File: src/rtl/npcs_pkg.sv
// shared types and constants for the nearest palette colour search
// no dependencies
`default_nettype none

package npcs_pkg;

  localparam int unsigned PALETTE_ENTRIES_DEF = 256;
  localparam int unsigned IDX_W   = 8;
  localparam int unsigned CHAN_W  = 8;
  localparam int unsigned SQ_W    = 2 * CHAN_W;
  localparam int unsigned DIST_W  = SQ_W + 2;

  localparam logic [DIST_W-1:0] DIST_THRESHOLD = DIST_W'(32'h0001_0000);

  localparam logic CMD_WRITE = 1'b0;
  localparam logic CMD_QUERY = 1'b1;

  typedef struct packed {
    logic [CHAN_W-1:0] red;
    logic [CHAN_W-1:0] green;
    logic [CHAN_W-1:0] blue;
  } rgb_t;

  typedef struct packed {
    logic             vld;
    logic             last;
    logic [IDX_W-1:0] idx;
  } scan_tag_t;

endpackage

`default_nettype wire

File: src/rtl/npcs_dist.sv
// two-stage squared euclidean distance between a palette entry and the query
// depends on npcs_pkg
`default_nettype none

module npcs_dist (
  input  logic                          clk_i,
  input  logic                          rst_ni,
  input  npcs_pkg::scan_tag_t           tag_i,
  input  npcs_pkg::rgb_t                entry_i,
  input  npcs_pkg::rgb_t                query_i,
  output npcs_pkg::scan_tag_t           tag_o,
  output logic [npcs_pkg::DIST_W-1:0]   dist_o
);
  import npcs_pkg::*;

  logic [CHAN_W-1:0] dr, dg, db;
  logic [SQ_W-1:0]   sq_r_q, sq_g_q, sq_b_q;
  logic [DIST_W-1:0] dist_q;
  scan_tag_t         tag1_q, tag2_q;

  always_comb begin
    dr = (query_i.red   >= entry_i.red)   ? query_i.red   - entry_i.red
                                          : entry_i.red   - query_i.red;
    dg = (query_i.green >= entry_i.green) ? query_i.green - entry_i.green
                                          : entry_i.green - query_i.green;
    db = (query_i.blue  >= entry_i.blue)  ? query_i.blue  - entry_i.blue
                                          : entry_i.blue  - query_i.blue;
  end

  // stage 1: squares
  always_ff @(posedge clk_i) begin
    sq_r_q <= SQ_W'(dr) * SQ_W'(dr);
    sq_g_q <= SQ_W'(dg) * SQ_W'(dg);
    sq_b_q <= SQ_W'(db) * SQ_W'(db);
  end

  // stage 2: sum
  always_ff @(posedge clk_i) begin
    dist_q <= DIST_W'(sq_r_q) + DIST_W'(sq_g_q) + DIST_W'(sq_b_q);
  end

  always_ff @(posedge clk_i or negedge rst_ni) begin
    if (!rst_ni) begin
      tag1_q <= '0;
      tag2_q <= '0;
    end else begin
      tag1_q <= tag_i;
      tag2_q <= tag1_q;
    end
  end

  assign tag_o  = tag2_q;
  assign dist_o = dist_q;

endmodule

`default_nettype wire

File: config.mk
export PLATFORM = sky130hd
export DESIGN_NAME = npcs_dist
export DESIGN_NICKNAME = d
export VERILOG_FILES = /design/src/rtl/npcs_pkg.sv /design/src/rtl/npcs_dist.sv
export SDC_FILE = /design/constraint.sdc
export NUM_CORES = 1
export LEC_CHECK = 0
export BUFFER_PORTS_ARGS = -buffer_cell sky130_fd_sc_hd__buf_2
export CAP_MARGIN = 20
export CORE_ASPECT_RATIO = 1.75
export CORE_MARGIN = 1
export CORE_UTILIZATION = 25
export DETAILED_ROUTE_END_ITERATION = 10
export SETUP_SLACK_MARGIN = 0.5
export SLEW_MARGIN = 0
export SYNTH_ARGS = -nofsm -noshare
export SYNTH_HDL_FRONTEND = slang
export SYNTH_SLANG_ARGS = --single-unit
File: constraint.sdc
create_clock -name clk_i -period 6.9 [get_ports clk_i]
set_clock_uncertainty 0.1 [all_clocks]
set_input_delay 1.38 -clock clk_i [delete_from_list [all_inputs] [get_ports clk_i]]
set_output_delay 1.38 -clock clk_i [all_outputs]
set_load 0.005 [all_outputs]
==> out/qor.yml, run 1 <==
outcome:
  status: "completed"
cts:
  clkSinkCount: 83
  h-tree-depth: 3
  cts_tree: "built"
  clk_pin_slew_ns: 0.07
  cts_buffers: 9
  worstSkewPairLatency_ns: 0.35
  cts_buffer_depth: 2
  cts_root_buffer: "clkbuf_16"
yosys:
  ys_seq_area_share_pct: 18.1
  syn_area_per_cell_um2: 9.25
  syn_inst: 1055
  synth-seq-cells: 83
  synth_area_leaders: "fa_1 (20%), ha_1 (19%), dfxtp_1 (13%)"
  synth_top_flop_cell: "dfxtp_1"
  post-synth-top-area-cell: "fa_1"
  synth_top_area_share_pct: 19.9
  synth-edff-count: 0
  ys_warn_count: 0
  synthArstFlopShare_pct: 24.1
  synth_cell_type_count: 69
  synth_area_um2: 9760
final_layout:
  drive_above_1_share_pct: 38.5
  insertedDiodeCount: 0
  final_cell_mix: "inv_1 (178), buf_4 (173), ha_1 (125)"
  fin_util_pct: 35.8
  finalNetCount: 1641
  final_common_cell: "inv_1"
  area_delta_synth_final_pct: 40.7
  design_area_um2: 13700
setup_path:
  arrival_ns: 6.82
  worstSetupStartpointType: "primary input"
  worstSetupPathType: "in2reg"
  cp_max_fo: 7
  worstPathRequired_ns: 7.08
  worst_setup_path_end_kind: "flop"
floorplanning:
  ios: 88
  core_area_um2: 38400
  rows: 95
  die_h_um: 263
  die_w_um: 151
  die-area_um2: 39900
  initial_core_util_pct: 25.4
placement:
  io_buffers: 87
  pre_cts_ws_ns: -0.295
  gp_congestion: 0.851
  place_area_um2: 12300
  place_hpwl_mm: 19.7
route:
  routed_wl_mm: 22.9
  dr_wl_met2_mm: 13.4
  remaining_drc_errors: 0
  detail_route.wl_per_cell_um: 12.5
  met1_length_mm: 8.11
  drt_iter0_markers: 210
  firstDrtPassIters: 4
  routed.top_layer: "met4"
  vias: 7977
  vias_per_cell: 4.37
  wl_met3_um: 515
  final_antenna_net_count: 0
hold_path:
  hold_path_class: "reg2reg"
sta:
  slew_viol_final: 0
  hold_viol_final: 0
  fmax_mhz: 151
  worst_pin_slew_ns: 0.862
  finalCritPeriodShare_pct: 96.3
  fin_ws_ns: 0.257
  rsz0062_at_grt: "true"
  setup_viol: 0
  slew_headroom_pct: 41.8
  min_period_ns: 6.64
flow_run:
  maxCapViolCount: 0
global_routing:
  grt_first_pass_wirelength_mm: 38.3
  grt_max_degree: 21
  antenna_found_initial: 0
  grt_use_total_pct: 12.1
  first_global_vias: 8533
  overflow: 0
critical path, stage by stage:
cell	delay (ns)
buf_12	0.11
inv_12	0.04
ha_4	0.12
inv_2	0.04
fa_2	0.35
a21o_1	0.20
a211oi_4	0.33
o221a_4	0.29
mux2i_4	0.30
xor2_4	0.32
buf_4	0.17
buf_4	0.10
nor2_1	0.04
fa_1	0.47
inv_1	0.06
fa_1	0.50
fa_1	0.54
inv_1	0.06
ha_4	0.25
a21oi_2	0.15
o21bai_1	0.10
a2111o_1	0.45
a31o_2	0.22
a21oi_2	0.12
xnor2_1	0.12
metal layers:
| layer | vias to the layer above | track usage (%) |
|---|---|---|
| li1 | 3966 | - |
| met1 | 3852 | 11.7 |
| met4 | 0 | 4.62 |
| met2 | 105 | 24.5 |
| met5 | - | 0 |
| met3 | 54 | 1.65 |
registers in the layout (all words and copies together) (netlist names):
| signal | count |
|---|---|
| dist_o | 18 |
| sq_b_q | 15 |
| sq_g_q | 15 |
| sq_r_q | 15 |
| tag1_q | 10 |
| tag_o | 10 |
metrics by stage:
stage          TNS, ns  hold slack [ns]  cells
2_1_floorplan        0            0.231   1057
3_3_place_gp     -1.05            0.232   1768
3_5_place_dp     -1.97            0.237   1768
4_1_cts              0            0.253   1805
5_1_grt              0            0.261   1825
6_report             0            0.250   1825
cell families after synthesis:
logic type               share of synthesized area [%]
multiplexers                                      2.38
other                                           0.0384
XOR/XNOR                                          7.17
AO/OA/AOI/OAI                                     12.9
flip-flops                                        18.1
AND/OR/NAND/NOR                                   11.2
buffers and inverters                             9.28
adder cells (fa/ha/maj)                           39.0
synth_stat cells, types with 8 or more instances:
| cell | instances |
|---|---|
| a21o_1 | 30 |
| xnor2_1 | 49 |
| nor2_1 | 104 |
| xor2_1 | 16 |
| dfrtp_1 | 20 |
| a21oi_1 | 56 |
| mux2i_1 | 21 |
| nand2_1 | 29 |
| nor3_1 | 13 |
| o21ai_0 | 25 |
| nand2b_1 | 11 |
| or2_2 | 13 |
| nor2b_1 | 9 |
| buf_2 | 8 |
| o21bai_1 | 15 |
| dfxtp_1 | 63 |
| inv_1 | 212 |
| fa_1 | 97 |
| ha_1 | 149 |
final cells by class:
type / count / area, um2
well taps: 485 / 607
multi-input cells: 744 / 8140
clock inverters: 7 / 76.3
inverters: 213 / 840
clock buffers: 9 / 225
flip-flops and latches: 83 / 1760
repair buffers: 284 / 2080
fillers: 3824 / 24700
final timing paths:
| kind | endpoint | slack (ns) | cells after the start | startpoint |
|---|---|---|---|---|
| min | tag_o[0] | 0.25 | 0 | tag1_q[0] |
| min in group asynchronous | tag1_q[5] | 0.88 | 1 | rst_ni |
| max | sq_g_q[13] | 0.26 | 25 | query_i[8] |
| max reg2reg | dist_o[14] | 3.61 | 9 | sq_g_q[3] |
| max in group asynchronous | tag_o[8] | 5.50 | 1 | rst_ni |
| min reg2reg | tag_o[0] | 0.25 | 0 | tag1_q[0] |
timing repair:
action / CTS / global route
pin swaps: 61 / 83
hold endpoints to repair: 0 / 0
hold buffers: 0 / 0
endpoints found under the setup margin: 19 / 21
buffers inserted: 21 / 20
resized for setup: 70 / 98
Power of run 1 is left out: the tool's default activity adds up to more than one toggle a clock period on the data nets, which glitch-free logic cannot reach.
==> run 2: changes to the inputs <==
- CORE_ASPECT_RATIO: 1.75 -> 1.1
==> run 2 against run 1 <==
Critical path depth up 1. Fmax down 0.21%. Highest routed layer unchanged. Design area down 0.68%. Cell count up 0.22%. Sequential share of layout area up 0.088 points. Flip-flop and latch count unchanged. Die area about the same.
==> out/qor.yml, run 2 (synthesized netlist as in run 1, its figures left out) <==
floorplanning:
  die-area_um2: 39800  # about the same
  ios: 88  # unchanged
  rows: 75  # -21%
  initial_core_util_pct: 25.5  # +0.071 points
  die_h_um: 209  # -21%
  die_w_um: 190  # +26%
  core_area_um2: 38300  # -0.28%
setup_path:
  worstPathBufferInverterCount: 9  # +2
  worstPathRequired_ns: 7.06  # -0.02 ns
  cpMaxStageDelayCell: "fa_1"
  ff2ff_setup_slack_ns: 3.65  # +0.04 ns
  arrival_ns: 6.82  # about the same
  cp_max_fo: 4  # -3
  cpPeakStageDelay_ns: 0.55  # about the same
  timing.critical_path.mode_cell: "fa_1"
  worstSetupStartpointType: "primary input"
  crit_family: "adder cells"
  worst_setup_path_end_kind: "flop"
  worstSetupPathType: "in2reg"
final_layout:
  largest_register_ffs: 18  # unchanged
  final_common_cell: "inv_1"
  insertedDiodeCount: 0  # unchanged
  fin_util_pct: 35.6  # -0.15 points
  finalNetCount: 1630  # -0.67%
  drive_above_1_share_pct: 37.9  # -0.58 points
  fillers: 3861  # +0.97%
  final_cell_mix: "inv_1 (171), buf_4 (158), ha_1 (122)"
  area_delta_synth_final_pct: 39.7
global_routing:
  grt_first_pass_wirelength_mm: 35.1  # -8.4%
  grt_max_degree: 21  # unchanged
  antenna_found_initial: 0  # unchanged
  first_global_vias: 8129  # -4.7%
  overflow: 0  # unchanged
  grt_use_total_pct: 10.5  # -1.6 points
sta:
  slew_viol_final: 0  # unchanged
  worst_pin_slew_ns: 0.831  # -0.0310 ns
  min_period_ns: 6.66  # +0.0138 ns
  finalSetupTns_ns: 0  # unchanged
  slew_headroom_pct: 43.2  # +1.4 points
  hold_viol_final: 0  # unchanged
  fmax_mhz: 150  # -0.21%
  rsz0062_at_grt: "true"
  finalCritPeriodShare_pct: 96.5  # +0.20 points
  setup_viol: 0  # unchanged
route:
  remaining_drc_errors: 0  # unchanged
  final_antenna_net_count: 0  # unchanged
  drt_iter0_markers: 208  # -0.95%
  detail_route.wl_per_cell_um: 11.4  # -9.4%
  vias_per_cell: 4.27  # -2.3%
  vias: 7810  # -2.1%
  firstDrtPassIters: 5  # +1
  routed_wl_mm: 20.8  # -9.2%
placement:
  place_hpwl_mm: 17.2  # -13%
  io_buffers: 87  # unchanged
  gp_congestion: 0.838  # -1.5%
cts:
  cts_buffers: 9  # unchanged
  cts-hold-fix-buffers: 0  # unchanged
  cts_buffer_depth: 2  # unchanged
  cts_root_buffer: "clkbuf_16"
  clk_pin_slew_ns: 0.06  # about the same
  h-tree-depth: 3  # unchanged
  worstSkewPairLatency_ns: 0.33  # -0.02 ns
  clkSinkCount: 83  # unchanged
  cts_tree: "built"
hold_path:
  hold_path_class: "reg2reg"
flow_run:
  maxCapViolCount: 0  # unchanged
outcome:
  status: "completed"
## run 2: changes by cell type in the layout (fill, tap and decap cells not counted), moves of 3 or more
cell / delta
a21oi_1: +3
buf_4: -15
buf_6: +6
ha_1: -3
ha_4: +4
inv_1: -7
inv_2: +7
inv_6: +4
inv_8: -3
nand2_2: -3
nor2_1: +4
## run 2: timing repair
| item | CTS | global route |
|---|---|---|
| endpoints found under the setup margin | 19 | 21 |
| gates resized for setup | 66 | 101 |
| pin swaps | 71 | 73 |
| setup buffers | 29 | 19 |
## run 2: through the flow
step                instance area (um2)  instances  setup slack (ns)  hold WS [ns]
floorplan                         10300       1057            0.0902         0.231
global placement                  12300       1765            -0.229         0.232
detailed placement                12300       1765            -0.258         0.237
CTS                               13100       1810             0.276         0.252
global route                      13600       1829            0.0401         0.254
finish                            13600       1829             0.243         0.249
## run 2: layout make-up
| class | count | area (um2) | area share, % |
|---|---|---|---|
| timing repair buffer | 273 | 1990 | 14.6 |
| tap | 500 | 626 | 4.59 |
| clock buffer | 9 | 225 | 1.65 |
| sequential | 83 | 1760 | 12.9 |
| multi-input combinational | 744 | 8130 | 59.6 |
| inverter | 213 | 840 | 6.16 |
| clock inverter | 7 | 56.3 | 0.413 |
## run 2: metal layers
metal	track usage (%)	wire, um
met3	1.34	473
met2	19.4	10900
met5	0	0
met4	2.32	314
met1	12.8	9090
## run 2: worst paths after layout
check / end / cells past startpoint / start
hold / removal: tag_o[2] / 0 / tag1_q[2]
setup / recovery: sq_b_q[12] / 26 / query_i[0]
hold reg to reg: tag_o[2] / 0 / tag1_q[2]
min in group asynchronous: tag_o[1] / 1 / rst_ni
max in group asynchronous: tag1_q[0] / 1 / rst_ni
setup reg to reg: dist_o[16] / 9 / sq_r_q[3]
Power of run 2 is left out for the same reason.
==> run 3: changes to the inputs <==
- CELL_PAD_IN_SITES_DETAIL_PLACEMENT: unset -> 0
- CELL_PAD_IN_SITES_GLOBAL_PLACEMENT: unset -> 1
- HOLD_SLACK_MARGIN: unset -> 0.05
- PLACE_DENSITY_LB_ADDON: unset -> 0.1
==> run 3 against run 2 <==
Highest routed layer unchanged. Worst hold slack lost 0.0011 ns. Global-route usage grew 1.5 points. Worst setup slack gained 0.010 ns. Register-to-register slack lost 0.14 ns. Sequential share of layout area shrank 0.35 points.
==> out/qor.yml, run 3 (synthesized netlist as in run 1, its figures left out) <==
sta:
  slew_headroom_pct: 35.9  # -7.2 points
  slew_viol_final: 0  # unchanged
  fmax_mhz: 150  # +0.15%
  finalCritPeriodShare_pct: 96.3  # -0.15 points
  worst_pin_slew_ns: 0.937  # +0.106 ns
  rsz0062_at_grt: "true"
  fin_ws_ns: 0.253  # +0.0101 ns
  hold_viol_final: 0  # unchanged
  setup_viol: 0  # unchanged
  hold_ws_ns: 0.248  # -0.00106 ns
  min_period_ns: 6.65  # -0.0101 ns
global_routing:
  grt_first_pass_wirelength_mm: 39.0  # +11%
  overflow: 0  # unchanged
  antenna_found_initial: 0  # unchanged
  grt_use_total_pct: 12.0  # +1.5 points
  first_global_vias: 8474  # +4.2%
  grt_max_degree: 21  # unchanged
setup_path:
  arrival_ns: 6.81  # about the same
  cp_max_fo: 7  # +3
  worstSetupStartpointType: "primary input"
  worstPathRequired_ns: 7.07  # about the same
  worstSetupPathType: "in2reg"
  worst_setup_path_end_kind: "flop"
floorplanning:
  rows: 75  # unchanged
  initial_core_util_pct: 25.5  # unchanged
  ios: 88  # unchanged
  die-area_um2: 39800  # unchanged
  die_w_um: 190  # unchanged
  die_h_um: 209  # unchanged
  core_area_um2: 38300  # unchanged
cts:
  cts_tree: "built"
  cts_buffers: 9  # unchanged
  cts_buffer_depth: 2  # unchanged
  worstSkewPairLatency_ns: 0.33  # about the same
  h-tree-depth: 3  # unchanged
  cts-hold-fix-buffers: 0  # unchanged
  cts_root_buffer: "clkbuf_16"
  clk_pin_slew_ns: 0.06  # about the same
  clkSinkCount: 83  # unchanged
final_layout:
  largest_register_ffs: 18  # unchanged
  drive_above_1_share_pct: 40.0  # +2.1 points
  finalNetCount: 1683  # +3.3%
  final_common_cell: "buf_4"
  fin_cells: 1882  # +2.9%
  fillers: 4022  # +4.2%
  insertedDiodeCount: 0  # unchanged
  final_cell_mix: "buf_4 (210), inv_1 (178), ha_1 (126)"
  area_delta_synth_final_pct: 43.6
route:
  firstDrtPassIters: 5  # unchanged
  drt_iter0_markers: 124  # -40%
  remaining_drc_errors: 0  # unchanged
  final_antenna_net_count: 0  # unchanged
  vias_per_cell: 4.19  # -2.0%
  vias: 7877  # +0.86%
  routed_wl_mm: 22.7  # +9.1%
  detail_route.wl_per_cell_um: 12.0  # +6.0%
placement:
  io_buffers: 87  # unchanged
  dpl.cell_count: 1830  # +3.7%
  place_hpwl_mm: 20.0  # +17%
  pre_cts_ws_ns: -0.394  # -0.136 ns
  gp_congestion: 0.734  # -12%
hold_path:
  hold_path_class: "reg2reg"
flow_run:
  maxCapViolCount: 0  # unchanged
outcome:
  status: "completed"
-- run 3: changes by cell type in the layout (fill, tap and decap cells not counted), moves of 4 or more --
cell,previous run,this run
ha_1,122,126
ha_4,23,19
inv_1,171,178
xnor2_2,11,16
buf_4,158,210
inv_2,38,32
xnor2_1,42,38
-- run 3: metrics by stage --
step / util [%] / setup TNS (ns) / cell area (um2)
2_1_floorplan: - / 0 / 10300
3_3_place_gp: 33.3 / -2.34 / 12700
3_5_place_dp: 33.3 / -2.79 / 12700
4_1_cts: 35.6 / 0 / 13600
5_1_grt: 36.6 / 0 / 14000
6_report: 36.6 / 0 / 14000
-- run 3: cell type report --
cell class / instances / area, um2 / area share, %
multi-input combinational: 744 / 8070 / 57.6
timing repair buffer: 326 / 2410 / 17.2
tap: 500 / 626 / 4.46
clock inverter: 7 / 81.3 / 0.580
sequential: 83 / 1760 / 12.6
clock buffer: 9 / 225 / 1.61
inverter: 213 / 837 / 5.97
-- run 3: layer usage --
layer | global-route usage [%] | share of wire, % | vias to the layer above
met3 | 1.44 | 2.6 | 15
met4 | 1.85 | 0.87 | 0
met1 | 15.3 | 46 | 3717
met2 | 21.7 | 50 | 87
met5 | 0 | 0 | -
li1 | - | - | 4058
-- run 3: repair_timing --
action                     4_1_cts  5_1_grt
setup buffers                   27        9
pin swaps                       66       71
setup endpoints to repair       21       22
gates resized for setup         74       81
-- run 3: worst max-delay path, cell delays in order --
cell and delay, ns:
buf_12 0.11, inv_12 0.04, ha_4 0.13, inv_2 0.04
fa_2 0.32, a21o_1 0.20, a211oi_2 0.22, buf_4 0.16
o221ai_4 0.18, mux2i_4 0.26, xor2_2 0.20, buf_12 0.15
or2_4 0.23, inv_2 0.05, fa_1 0.42, fa_1 0.55
inv_1 0.05, fa_1 0.45, fa_1 0.51, inv_2 0.05
ha_4 0.21, a2111o_1 0.44, a31o_2 0.22, a21oi_2 0.13
xnor2_1 0.12
-- run 3: worst paths after layout --
check | start | end | slack, ns | cells after the start
max | query_i[8] | sq_g_q[13] | 0.25 | 25
min | tag1_q[6] | tag_o[6] | 0.25 | 0
max reg2reg | sq_g_q[3] | dist_o[16] | 3.51 | 9
min reg2reg | tag1_q[6] | tag_o[6] | 0.25 | 0
max in group asynchronous | rst_ni | tag1_q[1] | 5.53 | 1
min in group asynchronous | rst_ni | tag1_q[9] | 0.88 | 1
Power of run 3 is left out for the same reason.
